<file path="src/hdl/pts_pkg.sv">
// Package: shared types and constants of the task scheduler.
package pts_pkg;

  localparam int TASK_SLOTS_DEF      = 16;
  localparam int PRIORITY_LEVELS_DEF = 8;

  localparam int MODE_W  = 2;
  localparam int PRIO_W  = 3;
  localparam int DELAY_W = 32;
  localparam int SLOT_W  = 4;

  typedef enum logic [1:0] {
    MODE_REGISTER = 2'd0,
    MODE_START    = 2'd1,
    MODE_SELECT   = 2'd2,
    MODE_DELAY    = 2'd3
  } mode_t;

  typedef enum logic [1:0] {
    ST_READY   = 2'd0,
    ST_RUNNING = 2'd1,
    ST_WAIT    = 2'd2,
    ST_UNUSED  = 2'd3
  } status_t;

  typedef enum logic [1:0] {
    FSM_IDLE,
    FSM_SCAN,
    FSM_APPLY,
    FSM_OUT
  } fsm_t;

  // Per-cycle command from the sequencer to every cell.
  typedef struct packed {
    logic add;      // write the slot at add_idx with add_prio, ready, delay 0
    logic mark_run; // mark the slot at run_idx running
    logic demote;   // return the slot at dem_idx to ready if it is running
    logic set_wait; // put the slot at dem_idx into waiting with wait_ticks
    logic tick;     // count down nonzero delays
  } cell_cmd_t;

endpackage

</file>
<file path="src/hdl/pts_cell.sv">
// One table slot: priority, status and delay count, with a scan-pass compare stage.
module pts_cell #(
  parameter int SLOT_IDX_W = pts_pkg::SLOT_W,
  parameter int LVL_W      = pts_pkg::PRIO_W,
  parameter int IDX        = 0
) (
  input  logic                      clk,
  input  pts_pkg::cell_cmd_t        cmd,
  input  logic [SLOT_IDX_W-1:0]     add_idx,
  input  logic [LVL_W-1:0]          add_prio,
  input  logic [SLOT_IDX_W-1:0]     run_idx,
  input  logic [SLOT_IDX_W-1:0]     dem_idx,
  input  logic [pts_pkg::DELAY_W-1:0] wait_ticks,
  input  logic                      used,
  input  logic [SLOT_IDX_W-1:0]     cur_idx,
  input  logic                      cur_prio_lt_valid,
  input  logic [LVL_W-1:0]          cur_prio,
  input  logic                      change,
  // Best candidate handed in from the previous cell.
  input  logic                      cand_in_v,
  input  logic [LVL_W-1:0]          cand_in_p,
  input  logic [SLOT_IDX_W-1:0]     cand_in_s,
  input  logic                      top_in_v,
  input  logic [LVL_W-1:0]          top_in_p,
  input  logic [SLOT_IDX_W-1:0]     top_in_s,
  output logic                      cand_out_v,
  output logic [LVL_W-1:0]          cand_out_p,
  output logic [SLOT_IDX_W-1:0]     cand_out_s,
  output logic                      top_out_v,
  output logic [LVL_W-1:0]          top_out_p,
  output logic [SLOT_IDX_W-1:0]     top_out_s,
  output logic [LVL_W-1:0]          prio_o,
  output logic [1:0]                status_o
);
  import pts_pkg::*;

  localparam logic [SLOT_IDX_W-1:0] MY = SLOT_IDX_W'(IDX);

  logic [LVL_W-1:0]   prio_r;
  logic [1:0]         status_r;
  logic [DELAY_W-1:0] delay_r;
  logic               elig;

  assign prio_o   = prio_r;
  assign status_o = status_r;

  // Slot state updates; the delay countdown runs in the apply cycle.
  always_ff @(posedge clk) begin
    if (cmd.add && add_idx == MY) begin
      prio_r   <= add_prio;
      status_r <= ST_READY;
      delay_r  <= '0;
    end else begin
      if (cmd.set_wait && dem_idx == MY) begin
        status_r <= ST_WAIT;
        delay_r  <= wait_ticks;
      end else if (cmd.tick && used) begin
        if (cmd.mark_run && run_idx == MY) begin
          status_r <= ST_RUNNING;
        end else if (cmd.demote && dem_idx == MY && status_r == ST_RUNNING) begin
          status_r <= ST_READY;
        end
        if (delay_r != '0) begin
          delay_r <= delay_r - 1'b1;
          if (delay_r == DELAY_W'(1)) begin
            status_r <= ST_READY;
          end
        end
      end else if (cmd.mark_run && run_idx == MY) begin
        status_r <= ST_RUNNING;
      end
    end
  end

  // Eligibility of this slot for selection.
  assign elig = used && MY != cur_idx && status_r == ST_READY &&
                (change || (cur_prio_lt_valid && cur_prio < prio_r));

  // Keep the earlier slot on a priority tie: strict greater replaces.
  always_comb begin
    cand_out_v = cand_in_v;
    cand_out_p = cand_in_p;
    cand_out_s = cand_in_s;
    if (elig && (!cand_in_v || prio_r > cand_in_p)) begin
      cand_out_v = 1'b1;
      cand_out_p = prio_r;
      cand_out_s = MY;
    end
    top_out_v = top_in_v;
    top_out_p = top_in_p;
    top_out_s = top_in_s;
    if (used && (!top_in_v || prio_r > top_in_p)) begin
      top_out_v = 1'b1;
      top_out_p = prio_r;
      top_out_s = MY;
    end
  end
endmodule

</file>
<file path="src/hdl/pts_chain.sv">
// Row of slot cells with a registered candidate hand-off between neighbors.
module pts_chain #(
  parameter int SLOTS      = pts_pkg::TASK_SLOTS_DEF,
  parameter int SLOT_IDX_W = pts_pkg::SLOT_W,
  parameter int LVL_W      = pts_pkg::PRIO_W
) (
  input  logic                        clk,
  input  pts_pkg::cell_cmd_t          cmd,
  input  logic [SLOT_IDX_W-1:0]       add_idx,
  input  logic [LVL_W-1:0]            add_prio,
  input  logic [SLOT_IDX_W-1:0]       run_idx,
  input  logic [SLOT_IDX_W-1:0]       dem_idx,
  input  logic [pts_pkg::DELAY_W-1:0] wait_ticks,
  input  logic [SLOT_IDX_W:0]         count,
  input  logic [SLOT_IDX_W-1:0]       cur_idx,
  input  logic                        change,
  input  logic                        scan_start,
  input  logic [SLOT_IDX_W:0]         scan_pos,
  output logic                        cand_v,
  output logic [SLOT_IDX_W-1:0]       cand_s,
  output logic                        top_v,
  output logic [SLOT_IDX_W-1:0]       top_s,
  output logic [1:0]                  cur_status
);
  import pts_pkg::*;

  logic [LVL_W-1:0]      prio_w   [SLOTS];
  logic [1:0]            status_w [SLOTS];
  logic                  cv_w [SLOTS];
  logic [LVL_W-1:0]      cp_w [SLOTS];
  logic [SLOT_IDX_W-1:0] cs_w [SLOTS];
  logic                  tv_w [SLOTS];
  logic [LVL_W-1:0]      tp_w [SLOTS];
  logic [SLOT_IDX_W-1:0] ts_w [SLOTS];
  // Hand-off registers between neighbors; stage k holds the result after cell k-1.
  logic                  cv_r [SLOTS];
  logic [LVL_W-1:0]      cp_r [SLOTS];
  logic [SLOT_IDX_W-1:0] cs_r [SLOTS];
  logic                  tv_r [SLOTS];
  logic [LVL_W-1:0]      tp_r [SLOTS];
  logic [SLOT_IDX_W-1:0] ts_r [SLOTS];
  logic [LVL_W-1:0]      cur_prio;

  assign cur_prio   = prio_w[cur_idx];
  assign cur_status = status_w[cur_idx];

  for (genvar k = 0; k < SLOTS; k++) begin : g_cell
    logic used;
    assign used = (SLOT_IDX_W+1)'(k) < count;

    pts_cell #(.SLOT_IDX_W(SLOT_IDX_W), .LVL_W(LVL_W), .IDX(k)) u_cell (
      .clk, .cmd, .add_idx, .add_prio, .run_idx, .dem_idx, .wait_ticks,
      .used, .cur_idx, .cur_prio_lt_valid(1'b1), .cur_prio, .change,
      .cand_in_v(cv_r[k]), .cand_in_p(cp_r[k]), .cand_in_s(cs_r[k]),
      .top_in_v(tv_r[k]), .top_in_p(tp_r[k]), .top_in_s(ts_r[k]),
      .cand_out_v(cv_w[k]), .cand_out_p(cp_w[k]), .cand_out_s(cs_w[k]),
      .top_out_v(tv_w[k]), .top_out_p(tp_w[k]), .top_out_s(ts_w[k]),
      .prio_o(prio_w[k]), .status_o(status_w[k])
    );

    // Each cycle one cell folds in; stage k latches when the wave reaches it.
    if (k == 0) begin : g_head
      always_ff @(posedge clk) begin
        if (scan_start) begin
          cv_r[0] <= 1'b0;
          tv_r[0] <= 1'b0;
          cp_r[0] <= '0;
          tp_r[0] <= '0;
          cs_r[0] <= '0;
          ts_r[0] <= '0;
        end
      end
    end else begin : g_link
      always_ff @(posedge clk) begin
        if (scan_pos == (SLOT_IDX_W+1)'(k - 1)) begin
          cv_r[k] <= cv_w[k-1];
          cp_r[k] <= cp_w[k-1];
          cs_r[k] <= cs_w[k-1];
          tv_r[k] <= tv_w[k-1];
          tp_r[k] <= tp_w[k-1];
          ts_r[k] <= ts_w[k-1];
        end
      end
    end
  end

  // The tail cell's combinational result is read once the wave has passed it.
  assign cand_v = cv_w[SLOTS-1];
  assign cand_s = cs_w[SLOTS-1];
  assign top_v  = tv_w[SLOTS-1];
  assign top_s  = ts_w[SLOTS-1];
endmodule

</file>
<file path="src/hdl/priority_task_scheduler_core.sv">
// Top level: fixed-priority preemptive task scheduler over a row of slot cells.
//
//  channel | ports                                        | direction
//  in      | in_valid/in_ready, in_mode, in_priority_req, in_delay_ticks | input beat
//  out     | out_valid/out_ready, out_running_slot, out_switched,
//          | out_accepted, out_assigned_slot               | result beat
//
// Each beat runs as a candidate wave that moves one cell per cycle down the slot row,
// then an apply step and an output step.
// One beat is in work at a time; a new beat is taken when the result register is free.
// Reset (rst_n low, synchronous) clears the sequencer, count and current slot;
// slot contents are undefined until registered.
// A stalled result holds in the output register until out_ready.
module priority_task_scheduler_core #(
  parameter int TASK_SLOTS      = pts_pkg::TASK_SLOTS_DEF,
  parameter int PRIORITY_LEVELS = pts_pkg::PRIORITY_LEVELS_DEF
) (
  input  logic                          clk,
  input  logic                          rst_n,
  input  logic                          in_valid,
  output logic                          in_ready,
  input  logic [pts_pkg::MODE_W-1:0]    in_mode,
  input  logic [pts_pkg::PRIO_W-1:0]    in_priority_req,
  input  logic [pts_pkg::DELAY_W-1:0]   in_delay_ticks,
  output logic                          out_valid,
  input  logic                          out_ready,
  output logic [pts_pkg::SLOT_W-1:0]    out_running_slot,
  output logic                          out_switched,
  output logic                          out_accepted,
  output logic [pts_pkg::SLOT_W-1:0]    out_assigned_slot
);
  import pts_pkg::*;

  localparam int IDX_W = (TASK_SLOTS > 1) ? $clog2(TASK_SLOTS) : 1;
  localparam int LVL_W = (PRIORITY_LEVELS > 1) ? $clog2(PRIORITY_LEVELS) : 1;
  localparam logic [IDX_W:0] FULL = (IDX_W+1)'(TASK_SLOTS);
  localparam logic [IDX_W:0] LAST = (IDX_W+1)'(TASK_SLOTS - 1);
  localparam logic [LVL_W:0] TOP_LVL = (LVL_W+1)'(PRIORITY_LEVELS - 1);

  fsm_t            state_r, state_nxt;
  mode_t           mode_r;
  logic [IDX_W:0]  count_r;
  logic [IDX_W-1:0] cur_r, idle_r;
  logic            idle_v_r;
  logic [IDX_W-1:0] before_r;
  logic [IDX_W:0]  pos_r;
  logic            acc_r;
  logic [IDX_W-1:0] asg_r;
  logic            change;
  logic            out_valid_r;
  logic [IDX_W-1:0] res_slot_r;
  logic            res_sw_r, res_acc_r;
  logic [IDX_W-1:0] res_asg_r;

  cell_cmd_t       cmd;
  logic [IDX_W-1:0] add_idx, run_idx;
  logic [LVL_W-1:0] add_prio;
  logic            cand_v, top_v;
  logic [IDX_W-1:0] cand_s, top_s;
  logic [1:0]      cur_status;
  logic            accept_in, can_add, scan_start;
  logic [LVL_W:0]  req_wide;

  assign accept_in = in_valid && in_ready;
  assign can_add   = count_r < FULL;
  assign req_wide  = (LVL_W+1)'(in_priority_req);

  // Requested priority saturates at the top level.
  always_comb begin
    if (req_wide > TOP_LVL) add_prio = TOP_LVL[LVL_W-1:0];
    else                    add_prio = req_wide[LVL_W-1:0];
  end
  assign add_idx = count_r[IDX_W-1:0];

  // Next-state logic.
  always_comb begin
    state_nxt = state_r;
    unique case (state_r)
      FSM_IDLE:  if (accept_in) state_nxt = FSM_SCAN;
      FSM_SCAN:  if (pos_r == LAST) state_nxt = FSM_APPLY;
      FSM_APPLY: state_nxt = FSM_OUT;
      FSM_OUT:   if (!out_valid_r || out_ready) state_nxt = FSM_IDLE;
      default:   state_nxt = FSM_IDLE;
    endcase
  end

  always_ff @(posedge clk) begin
    if (!rst_n) state_r <= FSM_IDLE;
    else        state_r <= state_nxt;
  end

  assign in_ready   = state_r == FSM_IDLE && (!out_valid_r || out_ready);
  assign scan_start = accept_in;

  // Cell commands: adds and delay requests at acceptance, start and selection results in the apply cycle.
  always_comb begin
    cmd      = '0;
    run_idx  = top_s;
    unique case (state_r)
      FSM_IDLE: begin
        cmd.add = accept_in && can_add &&
                  (mode_t'(in_mode) == MODE_REGISTER || mode_t'(in_mode) == MODE_START);
        cmd.set_wait = accept_in && mode_t'(in_mode) == MODE_DELAY && count_r != '0;
      end
      FSM_APPLY: begin
        if (mode_r == MODE_START) begin
          cmd.mark_run = top_v;
          run_idx      = top_s;
        end else if ((mode_r == MODE_SELECT || mode_r == MODE_DELAY) && count_r != '0) begin
          cmd.tick     = 1'b1;
          cmd.mark_run = cand_v;
          cmd.demote   = cand_v;
          run_idx      = cand_s;
        end
      end
      default: cmd = '0;
    endcase
  end

  logic [IDX_W-1:0] dem_idx;
  assign dem_idx = cur_r;

  pts_chain #(.SLOTS(TASK_SLOTS), .SLOT_IDX_W(IDX_W), .LVL_W(LVL_W)) u_chain (
    .clk, .cmd, .add_idx,
    .add_prio(mode_t'(in_mode) == MODE_START ? '0 : add_prio),
    .run_idx, .dem_idx, .wait_ticks(in_delay_ticks), .count(count_r),
    .cur_idx(cur_r), .change(change), .scan_start,
    .scan_pos(state_r == FSM_SCAN ? pos_r : FULL),
    .cand_v, .cand_s, .top_v, .top_s, .cur_status
  );

  // Control and bookkeeping registers.
  always_ff @(posedge clk) begin
    if (!rst_n) begin
      count_r  <= '0;
      cur_r    <= '0;
      idle_r   <= '0;
      idle_v_r <= 1'b0;
      pos_r    <= '0;
      out_valid_r <= 1'b0;
    end else begin
      if (out_valid_r && out_ready) out_valid_r <= 1'b0;
      if (accept_in) begin
        mode_r   <= mode_t'(in_mode);
        before_r <= cur_r;
        pos_r    <= '0;
        acc_r    <= 1'b0;
        asg_r    <= '0;
        if (cmd.add) begin
          count_r <= count_r + 1'b1;
          acc_r   <= 1'b1;
          asg_r   <= add_idx;
          if (mode_t'(in_mode) == MODE_START) begin
            idle_r   <= add_idx;
            idle_v_r <= 1'b1;
          end
        end
      end
      if (state_r == FSM_SCAN) pos_r <= pos_r + 1'b1;
      if (state_r == FSM_APPLY && cmd.mark_run) cur_r <= run_idx;
      if (state_r == FSM_OUT && (!out_valid_r || out_ready)) out_valid_r <= 1'b1;
    end
  end

  // Preemption is open when the current task has stopped running or is the idle task.
  // Slot status holds still through the scan, so every cell sees the same flag.
  assign change = cur_status != ST_RUNNING || (idle_v_r && cur_r == idle_r);

  // Result register.
  always_ff @(posedge clk) begin
    if (state_r == FSM_OUT && (!out_valid_r || out_ready)) begin
      res_slot_r <= cur_r;
      res_sw_r   <= cur_r != before_r;
      res_acc_r  <= acc_r;
      res_asg_r  <= asg_r;
    end
  end

  assign out_valid         = out_valid_r;
  assign out_running_slot  = SLOT_W'(res_slot_r);
  assign out_switched      = res_sw_r;
  assign out_accepted      = res_acc_r;
  assign out_assigned_slot = SLOT_W'(res_asg_r);

`ifndef SYNTHESIS
  // The table never grows beyond its slots.
  a_count: assert property (@(posedge clk) disable iff (!rst_n) count_r <= FULL)
    else $error("task count beyond table");
  // Input is only taken when the sequencer is idle.
  a_idle: assert property (@(posedge clk) disable iff (!rst_n)
    in_ready |-> state_r == FSM_IDLE) else $error("input taken while busy");
  // A refused registration reports no slot.
  a_asg: assert property (@(posedge clk) disable iff (!rst_n)
    out_valid && !out_accepted |-> out_assigned_slot == '0) else $error("slot without accept");
  // The current slot only moves in the apply cycle.
  a_cur: assert property (@(posedge clk) disable iff (!rst_n)
    state_r == FSM_SCAN |=> $stable(cur_r)) else $error("current slot moved in scan");
`endif
endmodule

</file>
<file path="config.mk">
export PLATFORM = sky130hd
export DESIGN_NAME = priority_task_scheduler_core
export DESIGN_NICKNAME = d
export VERILOG_FILES = /design/src/hdl/pts_pkg.sv /design/src/hdl/pts_cell.sv /design/src/hdl/pts_chain.sv /design/src/hdl/priority_task_scheduler_core.sv
export SDC_FILE = /design/constraint.sdc
export NUM_CORES = 2
export LEC_CHECK = 0
export CELL_PAD_IN_SITES_DETAIL_PLACEMENT = 1
export CELL_PAD_IN_SITES_GLOBAL_PLACEMENT = 1
export CORE_MARGIN = 5
export CORE_UTILIZATION = 46
export CTS_CLUSTER_SIZE = 25
export DETAILED_ROUTE_END_ITERATION = 7
export DONT_BUFFER_PORTS = 1
export GPL_TIMING_DRIVEN = 0
export PLACE_DENSITY_LB_ADDON = 0.1
export SYNTH_ARGS = -nofsm -noshare
export SYNTH_HDL_FRONTEND = slang
export SYNTH_SLANG_ARGS = --single-unit
</file>
<file path="constraint.sdc">
create_clock -name clk -period 4.4 [get_ports clk]
set_clock_uncertainty 0.05 [all_clocks]
set_input_delay 0.22 -clock clk [delete_from_list [all_inputs] [get_ports clk]]
set_output_delay 0.22 -clock clk [all_outputs]
set_load 0.05 [all_outputs]
</file>
## After elaboration in Yosys (flattened, before gate mapping)

Memories as Yosys holds them, arrays and structs flattened.
Cells that the tools add are included.

- Register bits: 635
- Memory bits (writable): 256
- Input port bits: 41
- Output and inout bits: 12
- Word-level logic and storage cells: 1,382
- Memories: 6

Memory list:

| name | depth | width | rd ports | clocked after memory_dff | wr ports | RTL line | RTL |
|---|---|---|---|---|---|---|---|
| u_chain.cs_r | 16 | 4 | 16 | 0 | 1 | pts_chain.sv:38 | `logic [SLOT_IDX_W-1:0] cs_r [SLOTS];` |
| u_chain.ts_r | 16 | 4 | 16 | 0 | 1 | pts_chain.sv:41 | `logic [SLOT_IDX_W-1:0] ts_r [SLOTS];` |
| u_chain.cp_r | 16 | 3 | 16 | 0 | 1 | pts_chain.sv:37 | `logic [LVL_W-1:0] cp_r [SLOTS];` |
| u_chain.tp_r | 16 | 3 | 16 | 0 | 1 | pts_chain.sv:40 | `logic [LVL_W-1:0] tp_r [SLOTS];` |
| u_chain.cv_r | 16 | 1 | 16 | 0 | 1 | pts_chain.sv:36 | `logic cv_r [SLOTS];` |
| u_chain.tv_r | 16 | 1 | 16 | 0 | 1 | pts_chain.sv:39 | `logic tv_r [SLOTS];` |

- $add $sub $neg: 18
- Order comparisons: 67
- Equality and inequality tests: 121
- Mux-type cells: 586
- Bitwise logic cells: 1
- Reduce and logical (&&, ||, !) cells: 504

Operator list:

| kind | count |
|---|---|
| 32-bit 2-to-1 mux | 48 |
| 4-bit 2-to-1 mux | 155 |
| 32-bit by 1-bit == test with 1-bit output (second input constant) | 16 |
| 32-bit nonzero test | 16 |
| 32-bit by 1-bit subtractor with 32-bit output (second input constant) | 16 |
| 2-bit 2-to-1 mux | 119 |
| 1-bit 2-to-1 mux | 194 |
| 3-bit 2-to-1 mux | 64 |
| 1-bit logical AND | 187 |
| 4-bit OR reduction | 30 |
| 2-bit nonzero test | 50 |
| 4-bit == test (second input constant) | 24 |
| 3-bit greater-than comparator | 32 |
| 3-bit OR reduction | 30 |
| 1-bit logical OR | 52 |
| 4-bit by 3-bit == test with 1-bit output (second input constant) | 12 |
| 3-bit less-than comparator | 16 |
| 3-bit nonzero test | 16 |
| 5-bit by 4-bit == test with 1-bit output (second input constant) | 8 |
| 4-bit by 5-bit less-than comparator with 1-bit output (first input constant) | 8 |
| 2-bit by 1-bit == test with 1-bit output (second input constant) | 19 |
| 2-bit zero test | 18 |
| 2-bit AND reduction | 18 |
| 1-bit zero test | 33 |
| other kinds (33) | 116 |

## Longest topological paths before layout

- Depth in word-level cells: 25
- Depth in mapped cells: 15
- Mapped depth without buffers: 10

## Cells and area by module

A second synthesis with hierarchy kept.

- Cell total of the unflattened synthesis: 5,233
- Area total of the unflattened synthesis: 48,840.6 µm²

By module, submodules not included:

| module | instances | cells each | area an instance (µm²) | seq. area each (µm²) |
|---|---|---|---|---|
| pts_chain | 1 | 336 | 8,056.5 | 7,206.9 |
| pts_cell at u_chain.g_cell[5].u_cell ... | 3 | 286 | 2,374.8 | 770.7 |
| pts_cell at u_chain.g_cell[1].u_cell ... | 2 | 288 | 2,444.8 | 770.7 |
| pts_cell at u_chain.g_cell[13].u_cell ... | 2 | 287 | 2,429.8 | 770.7 |
| pts_cell at u_chain.g_cell[8].u_cell | 1 | 314 | 2,511.2 | 770.7 |
| pts_cell at u_chain.g_cell[0].u_cell | 1 | 319 | 2,489.9 | 770.7 |
| pts_cell at u_chain.g_cell[12].u_cell | 1 | 311 | 2,488.6 | 770.7 |
| pts_cell at u_chain.g_cell[11].u_cell | 1 | 309 | 2,463.6 | 770.7 |
| pts_cell at u_chain.g_cell[10].u_cell | 1 | 287 | 2,437.3 | 770.7 |
| pts_cell at u_chain.g_cell[3].u_cell | 1 | 302 | 2,422.3 | 770.7 |
| pts_cell at u_chain.g_cell[15].u_cell | 1 | 297 | 2,419.8 | 770.7 |
| pts_cell at u_chain.g_cell[7].u_cell | 1 | 287 | 2,411.1 | 770.7 |
| pts_cell at u_chain.g_cell[4].u_cell | 1 | 287 | 2,337.2 | 770.7 |
| priority_task_scheduler_core | 1 | 176 | 1,929.4 | 1,071.0 |

## Worst setup path before layout

OpenSTA, ideal clock, no wires.

- Kind: register -> register
- Start: reg cur_r[0]
- End: reg u_chain.g_cell[9].u_cell.status_r[0]
- Setup time: 0.103 ns
- Arrival: 4.728 ns
- Data required time: 4.247 ns
- Setup slack: -0.481 ns
- Cell stages (with the launch flop): 15
- Path buffers: 4
- Clock period less this slack: 4.881 ns
- Cells stage by stage: dfxtp_1 > buf_2 > buf_4 > clkbuf_1 > clkbuf_1 > mux4_2 > mux4_2 > ha_1 > or3_1 > o32ai_4 > nor4_2 > a211oi_4 > nor3b_4 > nand2_1 > a2111oi_2

- Longest elaborated chain between the ends: 20
- Elaborated cells on any way between the ends: 40
- Classes of those cells: 1 x order compare; 5 x eq/ne; 20 x mux; 1 x bitwise; 13 x reduce/logical

RTL lines:

| element | RTL line | RTL |
|---|---|---|
| start, declared | priority_task_scheduler_core.sv:43 | `logic [IDX_W-1:0] cur_r, idle_r;` |
| start signal, assigned | priority_task_scheduler_core.sv:160 | `if (state_r == FSM_APPLY && cmd.mark_run) cur_r <= run_idx;` |
| branches (longest 20 deep; another with 3-bit less-than comparator) | n/a |  |
| end signal, assigned | pts_cell.sv:59 | `status_r <= ST_RUNNING;` |
| end signal, assigned | pts_cell.sv:61 | `status_r <= ST_READY;` |
| end signal, assigned | pts_cell.sv:66 | `status_r <= ST_READY;` |
| end, declared | pts_cell.sv:40 | `logic [1:0] status_r;` |

Parallel ways; which one is timed is not known. The select of a mux whose other input is x is not followed.
A chain may end at the register's enable or synchronous reset.

## Worst setup path in the final report

- Start: reg cur_r[0]
- End: reg u_chain.g_cell[0].u_cell.status_r[0]

- Longest elaborated chain between the ends: 20
- Elaborated cells on any way between the ends: 40
- Classes of those cells: 1 x order compare; 3 x eq/ne; 20 x mux; 1 x bitwise; 15 x reduce/logical

RTL lines:

| element | RTL line |
|---|---|
| branches (longest 20 deep; another with 3-bit less-than comparator) | n/a |
| end signal, assigned | pts_cell.sv:59 |
| end signal, assigned | pts_cell.sv:61 |
| end signal, assigned | pts_cell.sv:66 |
| end, declared | pts_cell.sv:40 |

Parallel ways; which one is timed is not known. The select of a mux whose other input is x is not followed.

==> results.json <==
{
  "status": "finished with violations",
  "violations": "capacitance limit, slew limit",
  "vdd_ir_drop_max_mv": 0.2922,
  "cts_sinks": 845,
  "clkSlewWorstSetupHoldPaths_ps": 60,
  "die_h_um": 320.6,
  "synth_fa_ha_area_frac": 0.04625,
  "yosys-top-cells-count": "dfxtp_1, o21ai_0, a21oi_1",
  "min_path_cells": 1,
  "synth.area.mux_share": 0.02716,
  "initial_utilization": 0.4608,
  "synth.top_cell.area_share": 0.2554,
  "synth_area_um2": 44370,
  "coreArea_um2": 96280,
  "critPathCaptureType": "flop",
  "grt_start_max_net_pins": 29,
  "wl_per_cell_um": 26.90,
  "r2r_cells": 14,
  "hold_end": "u_chain.g_cell[12].u_cell.prio_o[0]$_DFFE_PP_",
  "num_vias": 39220,
  "fin_area_um2": 50370,
  "yosys.area.top_type": "dfxtp_1",
  "r2r_end": "u_chain.g_cell[0].u_cell.status_o[0]$_SDFFE_PP0P_",
  "hold_path.startpoint": "in_priority_req[0]",
  "gr-total-overflow": 0,
  "nets": 5237,
  "syn_nets": 5077,
  "fin_crit_ps": 4384,
  "wl_um": 172900,
  "synth_top_family_by_area": "simple AND/OR/NAND/NOR gates",
  "die_area_um2": 102800,
  "clk_latency_ps": 690,
  "place.port_buffers": 0,
  "timing.fmax_mhz": 228.1,
  "die_w_um": 320.6,
  "cts_max_path_buffers": 3,
  "synthToLayoutAreaGrowth_pct": 13.53,
  "rows": 114,
  "cpMostUsedCell": "mux4_2",
  "drt_iter0_markers": 3171,
  "drt_pass1_iterations": 5,
  "cp.arrival_ps": 4910,
  "yosys_warnings": 0,
  "seqCellArea_um2": 19720,
  "synth_compound_area_frac": 0.1623,
  "rsz0062_at_grt": "yes",
  "layout-drive-gt1-share": 0.07980,
  "multi_input_area_um2": 23280,
  "routabilityCongestion": 0.9564,
  "hold_viol": 0,
  "synth_most_common_cell": "dfxtp_1",
  "worstPathRequired_ps": 4920,
  "crit_chain": "buf_8, buf_12, clkbuf_16, mux4_2, mux4_2, ha_4, or3_4, o32ai_4, nor2_2, a31o_1, buf_6, nor3_4, nand2_1, a2111oi_2",
  "syn-instance-count": 4872,
  "leakage_nw": 17.09,
  "path_class": "flop to flop",
  "critPathTopFamily": "multiplexers",
  "synth_area_leaders": "dfxtp_1, edfxtp_1, xnor2_1, o21ai_0, a21oi_1",
  "synth_ff_type": "dfxtp_1",
  "grt.total_usage": 0.3251,
  "synth_xor_area_frac": 0.09436,
  "synthSimpleGateAreaFrac": 0.1878,
  "async_reset_ff_frac": 0,
  "tightest_slew_ps": 1586,
  "maxCapViolCount": 4,
  "via_per_inst": 6.103,
  "grt_pass1_wl_um": 254300,
  "start_kind": "flop",
  "maxSlewViolCount": 33,
  "path_buf_inv": 4,
  "path_max_fanout": 12,
  "ys_seq_area_frac": 0.4442,
  "reg2reg_from": "cur_r[0]$_SDFFE_PN0P_",
  "setup_violations": 0,
  "ctsHtreeMaxLevel": 3,
  "cts-buffers-inserted": 97,
  "grt_pass1_vias": 39380,
  "critical-path-max-stage-delay_ps": 610,
  "reg2reg_slack_ps": 20,
  "fin_util": 0.5232,
  "dpl_cell_area_um2": 46220,
  "antenna_found_initial": 35,
  "drc": 0,
  "num_io_pins": 53,
  "hp-class": "primary input to flop",
  "synth-seq-cells": 845,
  "syn_avg_cell_area_um2": 9.107,
  "slew_headroom": -0.05763,
  "fillers": 11100,
  "cts_root_buf": "clkbuf_16",
  "dp_hpwl_um": 118400,
  "ant_nets": 0,
  "p_per_area_nw_per_um2": 392.7,
  "whs_ps": 94.40,
  "cp_slowest_cell": "mux4_2",
  "ys_types": 88,
  "cts_tree": "yes",
  "synth_edf_count": 279,
  "post-route-period-util": 0.9963
}
==> layer usage <==
metal,global-route usage,part of all wire,vias up
li1,-,-,17860
met1,0.4059,0.41,19620
met2,0.5346,0.46,1259
met3,0.05805,0.063,476
met4,0.1807,0.064,10
met5,0,0.00038,-
==> kinds of logic after synthesis <==
family,after synthesis
flops,845
xor+xnor,478
compound gates,1256
fa+ha+maj,164
simple gates,1596
buf+inv,438
mux,95
==> state kept, by name, summed over array words and instances (netlist names), 5 cells and up <==
name / count
u_chain.g_cell.u_cell.delay_r: 512
u_chain.g_cell.u_cell.status_o: 32
u_chain.ts_r: 45
u_chain.cs_r: 45
u_chain.cp_r: 45
count_r: 5
u_chain.tv_r: 15
u_chain.cv_r: 15
u_chain.g_cell.u_cell.prio_o: 48
u_chain.tp_r: 45
pos_r: 5
==> worst max-delay path by stage <==
stage	slack (ps)	cells after the start	endpoint	from
after global routing	-60	13	u_chain.g_cell[9].u_cell.status_o[0]$_SDFFE_PP0P_	cur_r[2]$_SDFFE_PN0P_
after detailed placement	-1480	14	u_chain.g_cell[15].u_cell.status_o[1]$_SDFFE_PP0P_	cur_r[0]$_SDFFE_PN0P_
after global placement	-1400	14	u_chain.g_cell[3].u_cell.status_o[1]$_SDFFE_PP0P_	cur_r[0]$_SDFFE_PN0P_
final	20	14	u_chain.g_cell[0].u_cell.status_o[0]$_SDFFE_PP0P_	cur_r[0]$_SDFFE_PN0P_
after CTS	0.8	16	u_chain.g_cell[9].u_cell.status_o[0]$_SDFFE_PP0P_	cur_r[0]$_SDFFE_PN0P_
after floorplan	10	14	u_chain.g_cell[9].u_cell.status_o[0]$_SDFFE_PP0P_	cur_r[1]$_SDFFE_PN0P_
==> what timing repair did <==
action	4_1_cts	5_1_grt
pin swaps	8	6
setup endpoints to repair	261	128
buffers inserted	16	1
hold buffers	36	0
hold endpoints to repair	208	0
gates cloned	1	0
resized for setup	39	29
==> area by class of cell <==
| class | instances | area share |
|---|---|---|
| diodes | 37 | 0.001838 |
| flip-flops and latches | 845 | 0.3914 |
| plain buffers | 241 | 0.02054 |
| multi-input cells | 3589 | 0.4622 |
| clock inverters | 29 | 0.007625 |
| clock buffers | 151 | 0.05745 |
| repair buffers | 68 | 0.01304 |
| well taps | 1276 | 0.03169 |
| inverters | 190 | 0.01416 |
==> through the flow <==
stage / setup WS [ps] / instances / setup TNS, ps / power, mW
after floorplan: 14.69 / 4872 / 0 / 10.52
after global placement: -1396 / 6148 / -73640 / 11.11
after detailed placement: -1482 / 6161 / -92200 / 11.22
after CTS: 0.8020 / 6389 / 0 / 19.80
after global routing: -59.18 / 6412 / -82.77 / 20.43
final: 16.45 / 6426 / 0 / 19.78
==> cells in the final DEF, fill, tap and decap left out, drive strengths merged, types with 151 or more instances in the layout <==
cell	count
a21oi	450
clkbuf	372
dfxtp	566
edfxtp	279
ha	164
inv	189
nand2	261
nor2	415
nor3	158
o21ai	506
xnor2	327
xor2	151
==> power breakdown <==
part | leakage [nW] | switching (mW) | total, mW | internal, mW
clock | 1.60 | 3.43 | 8.46 | 5.03
combinational | 8.36 | 1.42 | 2.28 | 0.857
sequential | 7.13 | 0.489 | 9.05 | 8.56
total | 17.1 | 5.34 | 19.8 | 14.4
Note: power is estimated with default switching activity, not from simulation.
